==> src/rtl/swam_pkg.sv <==
// ----------------------------------------------------------------------------
// swam_pkg
// Shared constants and types of the sliding window anagram match block.
// ----------------------------------------------------------------------------
package swam_pkg;

    localparam int ALPHABET    = 26;
    localparam int LETTER_W    = 5;
    localparam int CNT_ADDR_W  = $clog2(ALPHABET);
    localparam int COUNT_W     = 11;
    localparam int DIFF_W      = $clog2(ALPHABET + 1);
    localparam int MAX_PATTERN = 1024;
    localparam int QUEUE_DEPTH = 4;
    localparam int QPTR_W      = $clog2(QUEUE_DEPTH);
    localparam int QCOUNT_W    = $clog2(QUEUE_DEPTH + 1);

    localparam logic OP_PATTERN = 1'b0;
    localparam logic OP_TEXT    = 1'b1;

    // One item on its way from the window control to the count update.
    typedef struct packed {
        logic                first;
        logic                add;
        logic                remove;
        logic                pat;
        logic                emit;
        logic                full;
        logic [LETTER_W-1:0] letter;
        logic [LETTER_W-1:0] old;
    } step_t;

    typedef struct packed {
        logic window_match;
        logic found;
        logic window_full;
    } result_t;

endpackage

==> src/rtl/swam_out_queue.sv <==
// ----------------------------------------------------------------------------
// swam_out_queue
// Small result queue that decouples the count pipeline from the output side.
// ----------------------------------------------------------------------------
module swam_out_queue
(
    input  logic                              clk,
    input  logic                              rst_n,
    input  logic                              push,
    input  swam_pkg::result_t                 push_data,
    output logic                              out_valid,
    input  logic                              out_ready,
    output swam_pkg::result_t                 head,
    output logic [swam_pkg::QCOUNT_W-1:0]     count
);

    localparam int QD = swam_pkg::QUEUE_DEPTH;
    localparam int PW = swam_pkg::QPTR_W;
    localparam int CW = swam_pkg::QCOUNT_W;

    swam_pkg::result_t entry_reg [QD];
    logic [PW-1:0] wr_ptr_reg, rd_ptr_reg;
    logic [CW-1:0] count_reg;
    logic          pop;

    assign pop       = out_valid && out_ready;
    assign out_valid = count_reg != '0;
    assign head      = entry_reg[rd_ptr_reg];
    assign count     = count_reg;

    always_ff @(posedge clk)
    begin
        if (push)
            entry_reg[wr_ptr_reg] <= push_data;
    end

    always_ff @(posedge clk or negedge rst_n)
    begin
        if (!rst_n)
        begin
            wr_ptr_reg <= '0;
            rd_ptr_reg <= '0;
            count_reg  <= '0;
        end
        else
        begin
            if (push)
                wr_ptr_reg <= (wr_ptr_reg == PW'(QD - 1)) ? '0 : wr_ptr_reg + PW'(1);
            if (pop)
                rd_ptr_reg <= (rd_ptr_reg == PW'(QD - 1)) ? '0 : rd_ptr_reg + PW'(1);
            count_reg <= count_reg + CW'(push) - CW'(pop);
        end
    end

endmodule
==> config.mk <==
export PLATFORM = sky130hd
export DESIGN_NAME = swam_out_queue
export DESIGN_NICKNAME = d
export VERILOG_FILES = /design/src/rtl/swam_pkg.sv /design/src/rtl/swam_out_queue.sv
export SDC_FILE = /design/constraint.sdc
export NUM_CORES = 1
export LEC_CHECK = 0
export BUFFER_PORTS_ARGS = -buffer_cell sky130_fd_sc_hd__clkbuf_2
export CAP_MARGIN = 10
export CORE_MARGIN = 2
export CORE_UTILIZATION = 53
export DETAILED_ROUTE_END_ITERATION = 8
export PLACE_DENSITY = 0.77
export REMOVE_ABC_BUFFERS = 1
export SKIP_CTS_REPAIR_TIMING = 1
export SLEW_MARGIN = 20
export SYNTH_ARGS = -nofsm -noshare
export SYNTH_HDL_FRONTEND = slang
export SYNTH_SLANG_ARGS = --single-unit
export TNS_END_PERCENT = 20
==> constraint.sdc <==
create_clock -name clk -period 2.3 [get_ports clk]
set_input_delay 0.345 -clock clk [delete_from_list [all_inputs] [get_ports clk]]
set_output_delay 0.345 -clock clk [all_outputs]
set_load 0.01 [all_outputs]
* Word-level counts from Yosys, hierarchy flattened
Memory sizes are Yosys's and may differ from the RTL's.
Cells that the tools add are included.
** Cells by class
- Add/sub/neg operators :: 4
- Multipliers :: 0
- Div/mod/pow operators :: 0
- Magnitude comparators :: 0
- Eq/ne operators :: 2
- Shift-type cells :: 0
- Muxes and demuxes :: 4
- Bitwise operators :: 0
- Reduce and logical (&&, ||, !) cells :: 2
** Operators by type and width (number)
- 2-bit by 1-bit adder with 2-bit output (second input constant) :: 2
- 2-bit equality test (second input constant) :: 2
- 2-bit two-way mux :: 2
- 3-bit by 1-bit adder with 3-bit output :: 1
- 3-bit nonzero test :: 1
- 3-bit by 1-bit subtractor with 3-bit output :: 1
- 1-bit two-way mux :: 2
- 1-bit logical AND :: 1
** Word-level totals
- Bits in registers :: 7
- Bits in latches :: 0
- Bits in writable memories :: 12
- ROM bits :: 0
- Output and inout port bits :: 7
- Word-level logic and storage cells :: 16
- Memories :: 1
** Memories
- entry_reg :: depth 4, width 3, read ports 1, clocked after Yosys merged registers in 0, write ports 1, line swam_out_queue.sv:21 : swam_pkg::result_t entry_reg [QD];

* Longest topological paths before layout
- Depth after elaboration :: 3
- Gate-level depth with buffers :: 9

* Least setup slack after synthesis
Ideal clock, no wire load.
- Path type :: flip-flop to flip-flop
- Start point :: register count_reg[1] (netlist: count[1])
- End point :: register count_reg[2] (netlist: count[2])
- Setup time :: 129 ps
- Arrival :: 1908 ps
- Data required time :: 2171 ps
- Setup slack :: 263 ps
- Stages on the path, launching flop included :: 10
- Buffers on the path :: 0
- Path through :: dfrtp_1 > o31ai_4 > inv_1 > ha_1 > inv_1 > ha_1 > inv_1 > fa_1 > xnor2_1 > xnor2_1
** On the way
- Cells in the longest elaborated chain, start to end :: 3
** RTL lines
- start: declaration :: line swam_out_queue.sv:23 : logic [CW-1:0] count_reg;
- start signal: assignment :: line swam_out_queue.sv:51 : count_reg <= count_reg + CW'(push) - CW'(pop);
- 3-bit nonzero test :: line swam_out_queue.sv:27 : assign out_valid = count_reg != '0;
- 1-bit logical AND :: line swam_out_queue.sv:26 : assign pop = out_valid && out_ready;
- via pop :: line swam_out_queue.sv:24 : logic pop;
- 3-bit by 1-bit subtractor with 3-bit output :: line swam_out_queue.sv:51
The timed path passes the listed nets, and every way through them passes these cells.
A chain may end at the register's enable or synchronous reset.

* Worst setup path after layout
Same ends and word-level chain as after synthesis.

==> out/metrics.json <==
{
  "outcome": {
    "result_of_the_run": "complete, no violations"
  },
  "setup_path": {
    "critPathKind": "reg -> reg",
    "reg2regPathDepth": 9,
    "regToRegEndpoint": "count[2]$_DFF_PN0_",
    "worst-endpoint-required_ns": 2.47,
    "critPathArrivalTime_ns": 2.29,
    "critical_path.startpoint_type": "flop",
    "crit_path_end_kind": "flop",
    "worst_case_register_to_register_setup_slack_ns": 0.18,
    "reg2reg_from": "count[1]$_DFF_PN0_",
    "crit_path_max_fanout": 5
  },
  "floorplan": {
    "die_w_microns": 44.5,
    "design.die.area_sq_um": 1980,
    "die_height_microns": 44.5,
    "io-pin-count": 14,
    "std_cell_rows": 14,
    "start_util_pct": 57.0,
    "core_area_sq_um": 1520
  },
  "drt": {
    "drt-initial-drc-count": 9,
    "avgRoutedWirePerCell_microns": 12.3,
    "met3RoutedLength_microns": 31,
    "wl_met2_microns": 514,
    "drt_pre_antenna_iters": 3,
    "finalWirelength_microns": 1060,
    "post_route_ant_nets": 0,
    "topRoutingLayerUsed": "met3",
    "post-route-drc-count": 0,
    "vias": 445,
    "avgViaCountPerCell": 5.17,
    "wl_met1_microns": 511
  },
  "power": {
    "ir_drop_mv": 0.513,
    "power_density_nw_per_um2": 1150,
    "cellLeakagePower_nw": 0.432
  },
  "min_path": {
    "holdPathStages": 1,
    "min-delay-start": "push_data[1]",
    "worst_hold_path_type": "in -> reg",
    "holdPathEnd": "entry_reg[1][1]$_DFFE_PP_"
  },
  "yosys": {
    "post_synth_instance_area_sq_um": 868,
    "synthesis.instances": 52,
    "synth_top_area_cell": "sky130_fd_sc_hd__edfxtp_1",
    "ys_ff_latch": 19,
    "synthTopCellsByArea": "sky130_fd_sc_hd__edfxtp_1 (41%), sky130_fd_sc_hd__dfrtp_1 (20%), sky130_fd_sc_hd__ha_1 (10%)",
    "syn_avg_cell_area_sq_um": 16.7,
    "yosys.area.top_type_share_pct": 41.5,
    "synth_sequential_area_ratio_pct": 61.7,
    "netlist-cell-type-count": 15,
    "synth.yosys.warnings": 0
  },
  "job": {
    "maxCapViolCount": 0
  },
  "cts": {
    "clock-sinks": 19,
    "tritoncts.num_buffers": 3,
    "cts_tree": "done",
    "clkLatencyLatePin_ns": 0.28,
    "htree_levels": 1,
    "clk_transition_reported_paths_ns": 0.10,
    "maximum_count_of_clock_buffers_along_a_single_path": 2,
    "clock_tree.root_cell": "sky130_fd_sc_hd__clkbuf_4"
  },
  "timing": {
    "report.final.slew_viol_count": 0,
    "final_hold_viol_count": 0,
    "rsz0062_at_grt": "no",
    "slew_headroom_pct": 82.8,
    "timing_worst_slew_pin_value_ns": 0.258,
    "hold_slack_ns": 0.277,
    "post-route-min-period_ns": 2.12,
    "setup-violations-final": 0,
    "final.setup.tns_ns": 0,
    "final.period_utilization_pct": 92.1,
    "timing.clock.skew_ns": 0.00124,
    "fmax_mhz": 472
  },
  "global_route": {
    "first_pass_grt_wire_length_microns": 1920,
    "first_global_vias": 434,
    "globalRoute.totalOverflow": 0,
    "gr-usage-all-layers_pct": 13.5,
    "grt_max_degree": 11,
    "grt_antenna_before_repair": 0
  },
  "place": {
    "io_buffer_count": 13,
    "final_weighted_congestion_of_routability_driven_global_placement": 0.643,
    "placed_cells_incl_taps": 81,
    "place_hpwl_microns": 825
  },
  "cells_and_area": {
    "largest_reg_flops": 12,
    "fillCellCount": 120,
    "final_layout_size_suffix_gt1_share_pct": 28.6,
    "final_nets": 86,
    "area_delta_synth_final_pct": 14.0,
    "final-instance-count-excl-fill": 86,
    "antennaDiodeCount": 0
  }
}
## layout by cell type (no fill, tap or decap), drive strengths merged
cell	instances
clkbuf	17
edfxtp	12
mux4	3
o21ai	2
and2	4
dlygate4sd3	1
or3b	1
nor2	1
o31ai	1
fa	1
mux2	2
dfrtp	7
xnor2	2
nand2	1
or3	1
ha	7
inv	7
## cell families after synthesis
logic type / after synthesis / share of synthesized area (%)
flip-flops: 19 / 61.7
adder cells (fa/ha/maj): 8 / 12.4
AND/OR/NAND/NOR: 8 / 5.62
buffers and inverters: 7 / 3.03
multiplexers: 5 / 11.7
AO/OA/AOI/OAI: 3 / 3.60
XOR/XNOR: 2 / 2.02
## area by class of cell
| cell class | instances | area, sq um | share of cell area, % |
|---|---|---|---|
| Tap cell | 16 | 20.0 | 2.02 |
| Inverter | 7 | 26.3 | 2.65 |
| Multi-Input combinational cell | 26 | 307 | 31.0 |
| Sequential cell | 19 | 536 | 54.1 |
| Timing Repair Buffer | 14 | 75.1 | 7.59 |
| Clock buffer | 4 | 26.3 | 2.65 |
## Yosys cell counts
library cell and instances:
sky130_fd_sc_hd__mux4_1 3, sky130_fd_sc_hd__o21ai_0 2, sky130_fd_sc_hd__or3_2 1, sky130_fd_sc_hd__and2_1 4, sky130_fd_sc_hd__fa_1 1, sky130_fd_sc_hd__nor2_1 1
sky130_fd_sc_hd__ha_1 7, sky130_fd_sc_hd__or3b_1 1, sky130_fd_sc_hd__inv_1 7, sky130_fd_sc_hd__dfrtp_1 7, sky130_fd_sc_hd__xnor2_1 2, sky130_fd_sc_hd__edfxtp_1 12
sky130_fd_sc_hd__mux2_2 2, sky130_fd_sc_hd__nand2_1 1, sky130_fd_sc_hd__o31ai_4 1
## power breakdown
group | switching, mW | total (mW) | internal, mW
combinational | 0.188 | 0.414 | 0.226
clock | 0.0882 | 0.155 | 0.0671
sequential | 0.101 | 0.568 | 0.467
## critical path, stage by stage, from the launching register on
cell	delay, ns
sky130_fd_sc_hd__dfrtp_1	0.48
sky130_fd_sc_hd__o31ai_4	0.31
sky130_fd_sc_hd__inv_1	0.07
sky130_fd_sc_hd__ha_1	0.27
sky130_fd_sc_hd__inv_1	0.06
sky130_fd_sc_hd__ha_1	0.13
sky130_fd_sc_hd__inv_1	0.05
sky130_fd_sc_hd__fa_1	0.37
sky130_fd_sc_hd__xnor2_1	0.14
sky130_fd_sc_hd__xnor2_1	0.13
## routing by layer
metal | track usage [%] | vias up
li1 | - | 223
met1 | 20.0 | 216
met2 | 20.6 | 6
met3 | 2.45 | 0
met4 | 3.64 | 0
met5 | 0 | -
## metrics by stage
step / util (%) / setup slack [ns] / cell area (sq um) / power, mW
2_1_floorplan: - / 0.263 / 868 / 0.862
3_3_place_gp: 62.6 / 0.205 / 953 / 0.981
3_5_place_dp: 62.6 / 0.182 / 953 / 0.999
4_1_cts: 64.3 / 0.164 / 980 / 1.15
5_1_grt: 64.9 / 0.0406 / 990 / 1.25
6_report: 64.9 / 0.181 / 990 / 1.14
## how the worst max path moves through the flow
stage / from / to / cells after the start
6_report: count[1]$_DFF_PN0_ / count[2]$_DFF_PN0_ / 9
5_1_grt: count[1]$_DFF_PN0_ / count[2]$_DFF_PN0_ / 9
4_1_cts: count[1]$_DFF_PN0_ / count[2]$_DFF_PN0_ / 9
3_5_place_dp: count[1]$_DFF_PN0_ / count[2]$_DFF_PN0_ / 9
3_3_place_gp: count[1]$_DFF_PN0_ / count[2]$_DFF_PN0_ / 9
2_1_floorplan: count[1]$_DFF_PN0_ / count[2]$_DFF_PN0_ / 9
Note: power is estimated with default switching activity, not from simulation.
