**src/rtl/swam_pkg.sv**
```systemverilog
// ----------------------------------------------------------------------------
// swam_pkg
// Shared constants and types of the sliding window anagram match block.
// ----------------------------------------------------------------------------
package swam_pkg;

    localparam int ALPHABET    = 26;
    localparam int LETTER_W    = 5;
    localparam int CNT_ADDR_W  = $clog2(ALPHABET);
    localparam int COUNT_W     = 11;
    localparam int DIFF_W      = $clog2(ALPHABET + 1);
    localparam int MAX_PATTERN = 1024;
    localparam int QUEUE_DEPTH = 4;
    localparam int QPTR_W      = $clog2(QUEUE_DEPTH);
    localparam int QCOUNT_W    = $clog2(QUEUE_DEPTH + 1);

    localparam logic OP_PATTERN = 1'b0;
    localparam logic OP_TEXT    = 1'b1;

    // One item on its way from the window control to the count update.
    typedef struct packed {
        logic                first;
        logic                add;
        logic                remove;
        logic                pat;
        logic                emit;
        logic                full;
        logic [LETTER_W-1:0] letter;
        logic [LETTER_W-1:0] old;
    } step_t;

    typedef struct packed {
        logic window_match;
        logic found;
        logic window_full;
    } result_t;

endpackage

```
**src/rtl/swam_counts.sv**
```systemverilog
// ----------------------------------------------------------------------------
// swam_counts
// Letter count memories, differing-letter count and sticky found flag.
// ----------------------------------------------------------------------------
// Counts are kept as two tallies per letter: entries added to the window, and
// pattern letters plus letters that left the window. A letter's pattern and
// window counts agree exactly when the two tallies are equal modulo 2^COUNT_W.
module swam_counts
(
    input  logic              clk,
    input  logic              rst_n,
    input  swam_pkg::step_t   step,
    output logic              res_valid,
    output swam_pkg::result_t res
);

    localparam int CW = swam_pkg::COUNT_W;
    localparam int AW = swam_pkg::CNT_ADDR_W;
    localparam int NA = swam_pkg::ALPHABET;
    localparam int DW = swam_pkg::DIFF_W;

    logic [CW-1:0] in_mem  [NA];
    logic [CW-1:0] out_mem [NA];

    logic [CW-1:0] in_c_reg, in_o_reg, out_c_reg, out_o_reg;
    swam_pkg::step_t s2_reg;

    logic          in_fwd_v_reg, out_fwd_v_reg;
    logic [AW-1:0] in_fwd_a_reg, out_fwd_a_reg;
    logic [CW-1:0] in_fwd_d_reg, out_fwd_d_reg;
    logic [NA-1:0] in_vld_reg, out_vld_reg, in_vld_next, out_vld_next;
    logic [DW-1:0] diff_reg, diff_next;
    logic          found_reg, found_next;

    logic [AW-1:0] s1_c, s1_o, s2_c, s2_o;
    logic [CW-1:0] in_c, in_o, out_c, out_o, d_c, d_o;
    logic          zero, same, match;
    logic          in_we, out_we;
    logic [AW-1:0] in_wa, out_wa;
    logic [CW-1:0] in_wd, out_wd;
    logic [1:0]    up_cnt, dn_cnt;
    logic          was_c, now_c, was_o, now_o, use_c, use_o;
    logic [DW-1:0] diff_base;

    // Value of an entry as seen by the item in the update stage: a write made
    // at the edge that captured the read wins, and an entry not written since
    // the last clear reads as zero.
    function automatic logic [CW-1:0] pick(
        input logic          clr,
        input logic          fv,
        input logic [AW-1:0] fa,
        input logic [CW-1:0] fd,
        input logic          vld,
        input logic [AW-1:0] a,
        input logic [CW-1:0] q
    );
        logic [CW-1:0] v;
        if (clr)
            v = '0;
        else if (fv && fa == a)
            v = fd;
        else if (vld)
            v = q;
        else
            v = '0;
        return v;
    endfunction

    assign s1_c = step.letter[AW-1:0];
    assign s1_o = step.old[AW-1:0];
    assign s2_c = s2_reg.letter[AW-1:0];
    assign s2_o = s2_reg.old[AW-1:0];

    always_ff @(posedge clk)
    begin
        in_c_reg  <= in_mem[s1_c];
        in_o_reg  <= in_mem[s1_o];
        out_c_reg <= out_mem[s1_c];
        out_o_reg <= out_mem[s1_o];
        if (in_we)
            in_mem[in_wa] <= in_wd;
        if (out_we)
            out_mem[out_wa] <= out_wd;
    end

    always_comb
    begin
        zero  = s2_reg.first;
        in_c  = pick(zero, in_fwd_v_reg, in_fwd_a_reg, in_fwd_d_reg,
                     in_vld_reg[s2_c], s2_c, in_c_reg);
        in_o  = pick(zero, in_fwd_v_reg, in_fwd_a_reg, in_fwd_d_reg,
                     in_vld_reg[s2_o], s2_o, in_o_reg);
        out_c = pick(zero, out_fwd_v_reg, out_fwd_a_reg, out_fwd_d_reg,
                     out_vld_reg[s2_c], s2_c, out_c_reg);
        out_o = pick(zero, out_fwd_v_reg, out_fwd_a_reg, out_fwd_d_reg,
                     out_vld_reg[s2_o], s2_o, out_o_reg);
        d_c   = in_c - out_c;
        d_o   = in_o - out_o;
        same  = s2_reg.old == s2_reg.letter;

        // A letter that leaves and enters at once changes nothing.
        use_c = s2_reg.pat || (s2_reg.add && !(s2_reg.remove && same));
        use_o = s2_reg.remove && !same;
        was_c = d_c != '0;
        now_c = s2_reg.pat ? ((d_c - CW'(1)) != '0) : ((d_c + CW'(1)) != '0);
        was_o = d_o != '0;
        now_o = (d_o - CW'(1)) != '0;

        up_cnt = 2'(use_c && !was_c && now_c) + 2'(use_o && !was_o && now_o);
        dn_cnt = 2'(use_c && was_c && !now_c) + 2'(use_o && was_o && !now_o);

        diff_base  = zero ? '0 : diff_reg;
        diff_next  = diff_base + DW'(up_cnt) - DW'(dn_cnt);
        match      = s2_reg.full && diff_next == '0;
        found_next = (zero ? 1'b0 : found_reg) | (s2_reg.emit && match);

        in_we  = s2_reg.add;
        in_wa  = s2_c;
        in_wd  = in_c + CW'(1);
        out_we = s2_reg.pat || s2_reg.remove;
        out_wa = s2_reg.pat ? s2_c : s2_o;
        out_wd = (s2_reg.pat ? out_c : out_o) + CW'(1);

        in_vld_next  = (zero ? '0 : in_vld_reg)
                     | (in_we ? (NA'(1) << in_wa) : '0);
        out_vld_next = (zero ? '0 : out_vld_reg)
                     | (out_we ? (NA'(1) << out_wa) : '0);
    end

    always_ff @(posedge clk or negedge rst_n)
    begin
        if (!rst_n)
        begin
            s2_reg        <= '0;
            in_fwd_v_reg  <= 1'b0;
            out_fwd_v_reg <= 1'b0;
            in_vld_reg    <= '0;
            out_vld_reg   <= '0;
            diff_reg      <= '0;
            found_reg     <= 1'b0;
        end
        else
        begin
            s2_reg        <= step;
            in_fwd_v_reg  <= in_we;
            out_fwd_v_reg <= out_we;
            in_vld_reg    <= in_vld_next;
            out_vld_reg   <= out_vld_next;
            diff_reg      <= diff_next;
            found_reg     <= found_next;
        end
    end

    always_ff @(posedge clk)
    begin
        in_fwd_a_reg  <= in_wa;
        in_fwd_d_reg  <= in_wd;
        out_fwd_a_reg <= out_wa;
        out_fwd_d_reg <= out_wd;
    end

    assign res_valid        = s2_reg.emit;
    assign res.window_match = match;
    assign res.found        = found_next;
    assign res.window_full  = s2_reg.full;

endmodule

```
**config.mk**
```make
export PLATFORM = sky130hd
export DESIGN_NAME = swam_counts
export DESIGN_NICKNAME = d
export VERILOG_FILES = /design/src/rtl/swam_pkg.sv /design/src/rtl/swam_counts.sv
export SDC_FILE = /design/constraint.sdc
export NUM_CORES = 1
export LEC_CHECK = 0
export BUFFER_PORTS_ARGS = -buffer_cell sky130_fd_sc_hd__clkbuf_2
export CORE_MARGIN = 8
export CORE_UTILIZATION = 45
export CTS_BUF_LIST = sky130_fd_sc_hd__clkbuf_2 sky130_fd_sc_hd__clkbuf_4 sky130_fd_sc_hd__clkbuf_8
export DETAILED_ROUTE_END_ITERATION = 10
export PLACE_DENSITY = 0.72
export SLEW_MARGIN = 20
export SYNTH_ARGS = -nofsm -noshare
export SYNTH_HDL_FRONTEND = slang
export SYNTH_SLANG_ARGS = --single-unit
```
**constraint.sdc**
```tcl
create_clock -name clk -period 23.1 [get_ports clk]
set_input_delay 1.155 -clock clk [delete_from_list [all_inputs] [get_ports clk]]
set_output_delay 1.155 -clock clk [all_outputs]
set_load 0.05 [all_outputs]
```
Word-level counts from Yosys, hierarchy flattened. Memories as Yosys holds them, arrays and structs flattened. A register that Yosys moved wholly into a read port is not among the register bits. Index checks and enable logic that the tools add are counted.

Flip-flop bits (word level): 108. Input port bits: 18. Bits in writable memories: 572. Memories: 2. Output and inout bits: 4.

Memories: in_mem (words 26, width 11, rd ports 2, clocked after memory_dff 2, wr ports 1, RTL line swam_counts.sv:22) `logic [CW-1:0] in_mem [NA];`; out_mem (words 26, width 11, rd ports 2, clocked after memory_dff 2, wr ports 1, RTL line swam_counts.sv:23) `logic [CW-1:0] out_mem [NA];`.

Shifts and indexed selects: 2. Muxes and demuxes: 33. Add/sub/neg operators: 11. Eq/ne operators: 5. Bitwise gates (word level): 3. Order comparisons: 2. Reduce and logical (&&, ||, !) cells: 31.

Operators by type and width (count): 2-to-1 mux 11 bit (13); 2-to-1 mux 26 bit (4); nonzero test 11 bit (5); bitwise OR 26 bit (2); << shifter 1 x 5 -> 26 bit, first input constant (2); adder 11 x 1 -> 11 bit, second input constant (3); equality test 5 bit (5); subtractor 11 x 1 -> 11 bit, second input constant (2); subtractor 11 bit (2); binary-select mux 1 bit (select 5 bit) (4); logical AND 1 bit (17); < comparator 5 x 6 -> 1 bit, second input constant (2); 2-to-1 mux 1 bit (10); 2-to-1 mux 5 bit (2); zero test 1 bit (6); adder 5 x 2 -> 5 bit (1); zero test 5 bit (1); subtractor 5 x 2 -> 5 bit (1); adder 1 x 1 -> 2 bit (2); logical OR 1 bit (2); bitwise OR 1 bit (1).

Depth between registers and ports, before layout.
Depth after elaboration: 17. Gate-level depth with buffers: 35. Mapped depth without buffers: 31.

Least setup slack after synthesis. Ideal clock, no wire load.

Path type: reg2out. Start point: reg s2_reg (netlist bit in_wa[0]). End point: out res[1] in the netlist's numbering. Path slack: 14.370 ns. Path buffers: 4. Required time: 21.945 ns. Stages on the path, launching flop included: 31. Arrival time: 7.575 ns. Path through: dfrtp_1 > buf_6 > buf_8 > mux4_2 > nor2b_4 > nor4_4 > nand3_4 > nor2b_1 > clkbuf_1 > a22o_1 > nand2_1 > ha_1 > inv_1 > fa_1 > nor3_1 > a32o_1 > nor4_1 > or3_1 > or4_1 > mux2i_1 > fa_1 > inv_1 > fa_1 > ha_1 > inv_1 > fa_1 > inv_1 > or4b_2 > nor3_1 > a22o_1 > buf_4.

Cells in the longest elaborated chain, start to end: 17. Elaborated cells between the ends (all ways): 46. Classes of those cells: add/sub (7); eq/ne (3); mux (11); bitwise (1); reduce/logical (24).

RTL lines: start: declaration (RTL line swam_counts.sv:26) `swam_pkg::step_t s2_reg;`; start signal: assignment (RTL line swam_counts.sv:144) `s2_reg <= step;`; binary-select mux 1 bit (select 5 bit) (on tied branches) (RTL line swam_counts.sv:90, swam_counts.sv:94); 2-to-1 mux 1 bit (on tied branches) (RTL line swam_counts.sv:90, swam_counts.sv:94); 2-to-1 mux 11 bit (RTL line swam_counts.sv:62) `else if (vld)`; 2-to-1 mux 11 bit (RTL line swam_counts.sv:60) `else if (fv && fa == a)`; 2-to-1 mux 11 bit (RTL line swam_counts.sv:58) `if (clr)`; subtractor 11 bit (RTL line swam_counts.sv:97) `d_c = in_c - out_c;`; adder 11 x 1 -> 11 bit (tied with other cells) (RTL line swam_counts.sv:105) `now_c = s2_reg.pat ? ((d_c - CW'(1)) != '0) : ((d_c + CW'(1)) != '0);`; nonzero test 11 bit or zero test 1 bit (tied branches) (RTL line swam_counts.sv:105, swam_counts.sv:109); [... 3 more ...]; adder 5 x 2 -> 5 bit or adder 1 x 1 -> 2 bit (tied branches) (RTL line swam_counts.sv:113, swam_counts.sv:110); subtractor 5 x 2 -> 5 bit (*) (RTL line swam_counts.sv:113) `diff_next = diff_base + DW'(up_cnt) - DW'(dn_cnt);`; via diff_next[2] (RTL line swam_counts.sv:32) `logic [DW-1:0] diff_reg, diff_next;`; zero test 5 bit (*) (RTL line swam_counts.sv:114) `match = s2_reg.full && diff_next == '0;`; logical AND 1 bit (*) (RTL line swam_counts.sv:114); via match (RTL line swam_counts.sv:37) `logic zero, same, match;`; logical AND 1 bit (*) (RTL line swam_counts.sv:115) `found_next = (zero ? 1'b0 : found_reg) | (s2_reg.emit && match);`; bitwise OR 1 bit (*) (RTL line swam_counts.sv:115); end: declaration (RTL line swam_counts.sv:14) `output swam_pkg::result_t res`.

The timed path passes the listed nets; every way through them passes the cells marked *. The select of a mux whose other input is x is not followed.

==> results.md <==
* Status: complete, no violations
* Width of the die at 292.4 microns
* Post-synthesis cell count at 2025
* Crit path max fanout at 30
* I/O pins at 22
* First-pass GRT wire length at around 130 mm
* CTS hold repair buffers at 0
* PortBufs at 21
* Peak Freq at approximately 0.093 GHz
* Mapped Avg Cell Area at about 17 sq um
* Total wire length at approximately 87 mm
* Largest net degree at the start of global routing at 80
* Actual transition at the worst max-transition pin at 1191 ps
* Int Power at approximately 2.1 mW
* Detail Placement HPWL at 51.99 mm
* Clock Latency Late Sink at about 720 ps
* Proportion of layout cells with a drive suffix above 1 at 0.3215
* Setup TNS at 0 ps
* Critical Path AT at approximately 9600 ps
* Vias/cell at roughly 6.3
* Slew Limit Fails at 0
* CTS H-tree depth at 3
* GP Congestion at 0.8994
* Finished Core Util at 0.5034
* Worst path slowest cell: dfrtp_1
* Most frequent cells in the layout: edfxtp_1 (572), mux4_2 (327), clkbuf_8 (124)
* Std cell rows at ~100
* Nets@finish at between 2000 and 2500
* CTS tree: done
* Clk buf depth at 3
* Critical path class: reg -> out
* Setup Buffers After CTS at 0
* Inst Count DP at ~2900
* Top delay family on crit path: simple AND/OR/NAND/NOR gates
* Clk pwr share at 0.387
* Synth Warn # at 0
* Largest registers: in_mem x286, out_mem x286
* Initial antenna violation count at 7
* Sw Ratio at 0.2379
* Sequential Power Share at 0.519
* P_leak at between 10 and 15 nW
* Vias at 19940
* Gates resized, CTS repair at 0
* Final std cells w/o fill at between 3000 and 4000
* Initial core utilization at 0.4533
* Synth Register Bits at 724
* Pwr Density at roughly 73 nW/um^2
* Core Region at roughly 76000 sq um
* Area growth syn-to-layout at 11.07%
* Ys async rst share at 0.1050
* RSZ-0062 raised after global routing: no
* Clk root buf: clkbuf_8
* Slowest stage delay, CP at roughly 1000 ps
* Post-synth cell types at 70
* Max capacitance violation total at 0
* Initial detailed-routing violation count at 2337
* Final Hold Viols at 0
* Register area share after synthesis at 0.5994
* Crit path launch type: register
* Main flop type after synthesis: edfxtp_1
* Post-synth EDFFs at about 570
* Period Utilization, post-route at 0.4657
* Slew margin rel. at 0.2063
* Net Sw Power at roughly 0.67 mW
* Vias in the first global route at approximately 21000
* Finish-stage setup viols at 0
* Tot GR Track Use at 0.2022
* Count of clock tree sinks at slightly above 700
* Comb pwr share at 0.095
* Most used cell, CP: inv_1
* WL per Instance at approximately 28 microns
* Skew final at approximately 22 ps
* Grt ovf at 0
* Syn Nets at 2072
* Post-route total power at roughly 2.8 mW
* Synthesized area at between 30000 and 40000 sq um
* Clock transition at the registers of the reported paths at approximately 60 ps
* Maximum VDD drop at about 39 uV
* CP bufs+invs at 5
* Worst setup EP type: primary output
* Die area at 85470 sq um
* Die H at between 200 and 300 microns
* R2R Setup Slk at around 14000 ps
* CP required at 21950 ps
* Post-route ant nets at 0
* CTS buffer count at around 110
* Most common cell after layout, fill and taps aside: edfxtp_1
* Final min period at 10760 ps
* Post-route DRC at 0
* Worst hold path type: reg -> reg
* Detailed-router iteration count before antenna repair at 5
* Hold WS at between 400 and 500 ps
-- layout make-up --
| type | count | area [sq um] |
|---|---|---|
| Fill cell | 6078 | 37650 |
| Sequential cell | 724 | 20600 |
| Multi-Input combinational cell | 1125 | 13360 |
| Clock buffer | 160 | 1977 |
| Tap cell | 978 | 1224 |
| Timing Repair Buffer | 74 | 548.0 |
| Clock inverter | 49 | 321.6 |
| Inverter | 36 | 135.1 |
| Antenna cell | 3 | 7.507 |
-- layer usage --
metal | GRT usage | up-vias | share of wire
li1 | - | 8335 | -
met1 | 0.2761 | 10460 | 0.40
met2 | 0.3259 | 986 | 0.48
met3 | 0.04202 | 154 | 0.091
met4 | 0.06443 | 2 | 0.025
met5 | 0 | - | 0.00023
-- path summary, 6_finish.rpt --
kind,cells past startpoint,to,startpoint
setup / recovery,28,res[1],in_wa[2]
hold / removal,1,out_vld_reg[9],out_vld_reg[9]
setup reg to reg,27,found_reg,in_wa[2]
hold reg to reg,1,out_vld_reg[9],out_vld_reg[9]
max in group asynchronous,1,s2_o[0],rst_n
min in group asynchronous,1,res_valid,rst_n
-- power groups by stage --
stage | sequential (mW) | combinational [mW] | clock [mW]
floorplan | 1.47 | 0.195 | 0
global placement | 1.48 | 0.258 | 0
detailed placement | 1.48 | 0.263 | 0
CTS | 1.45 | 0.264 | 1.10
global route | 1.45 | 0.284 | 1.15
finish | 1.45 | 0.265 | 1.08
-- cells in the mapped netlist (all sizes together), types with 38 or more instances --
master / instances / area (sq um)
dfxtp: 76 / 1521
mux2: 55 / 619.3
mux2i: 64 / 640.6
xnor2: 38 / 332.8
dfrtp: 76 / 1902
nor2: 98 / 367.9
a21o: 60 / 450.4
mux4: 327 / 7365
nand2: 59 / 224.0
clkbuf: 89 / 334.1
nor2b: 61 / 389.1
buf: 51 / 227.7
edfxtp: 572 / 17180
a21oi: 68 / 340.3
a211oi: 47 / 352.8
-- through the flow --
| stage | setup slack [ps] | area [sq um] |
|---|---|---|
| final | 12340 | 38170 |
| after global routing | 11690 | 38170 |
| after CTS | 12370 | 38060 |
| after detailed placement | 13190 | 35760 |
| after global placement | 13570 | 35760 |
| after floorplan | 14370 | 34370 |
-- cells by family after synthesis --
family / share of synthesized area
multiplexers: 0.2510
AND/OR/NAND/NOR: 0.04970
adder cells (fa/ha/maj): 0.01165
flip-flops: 0.5994
AO/OA/AOI/OAI: 0.05195
XOR/XNOR: 0.01606
buffers and inverters: 0.02028
Power figures use the tool's default switching activity.
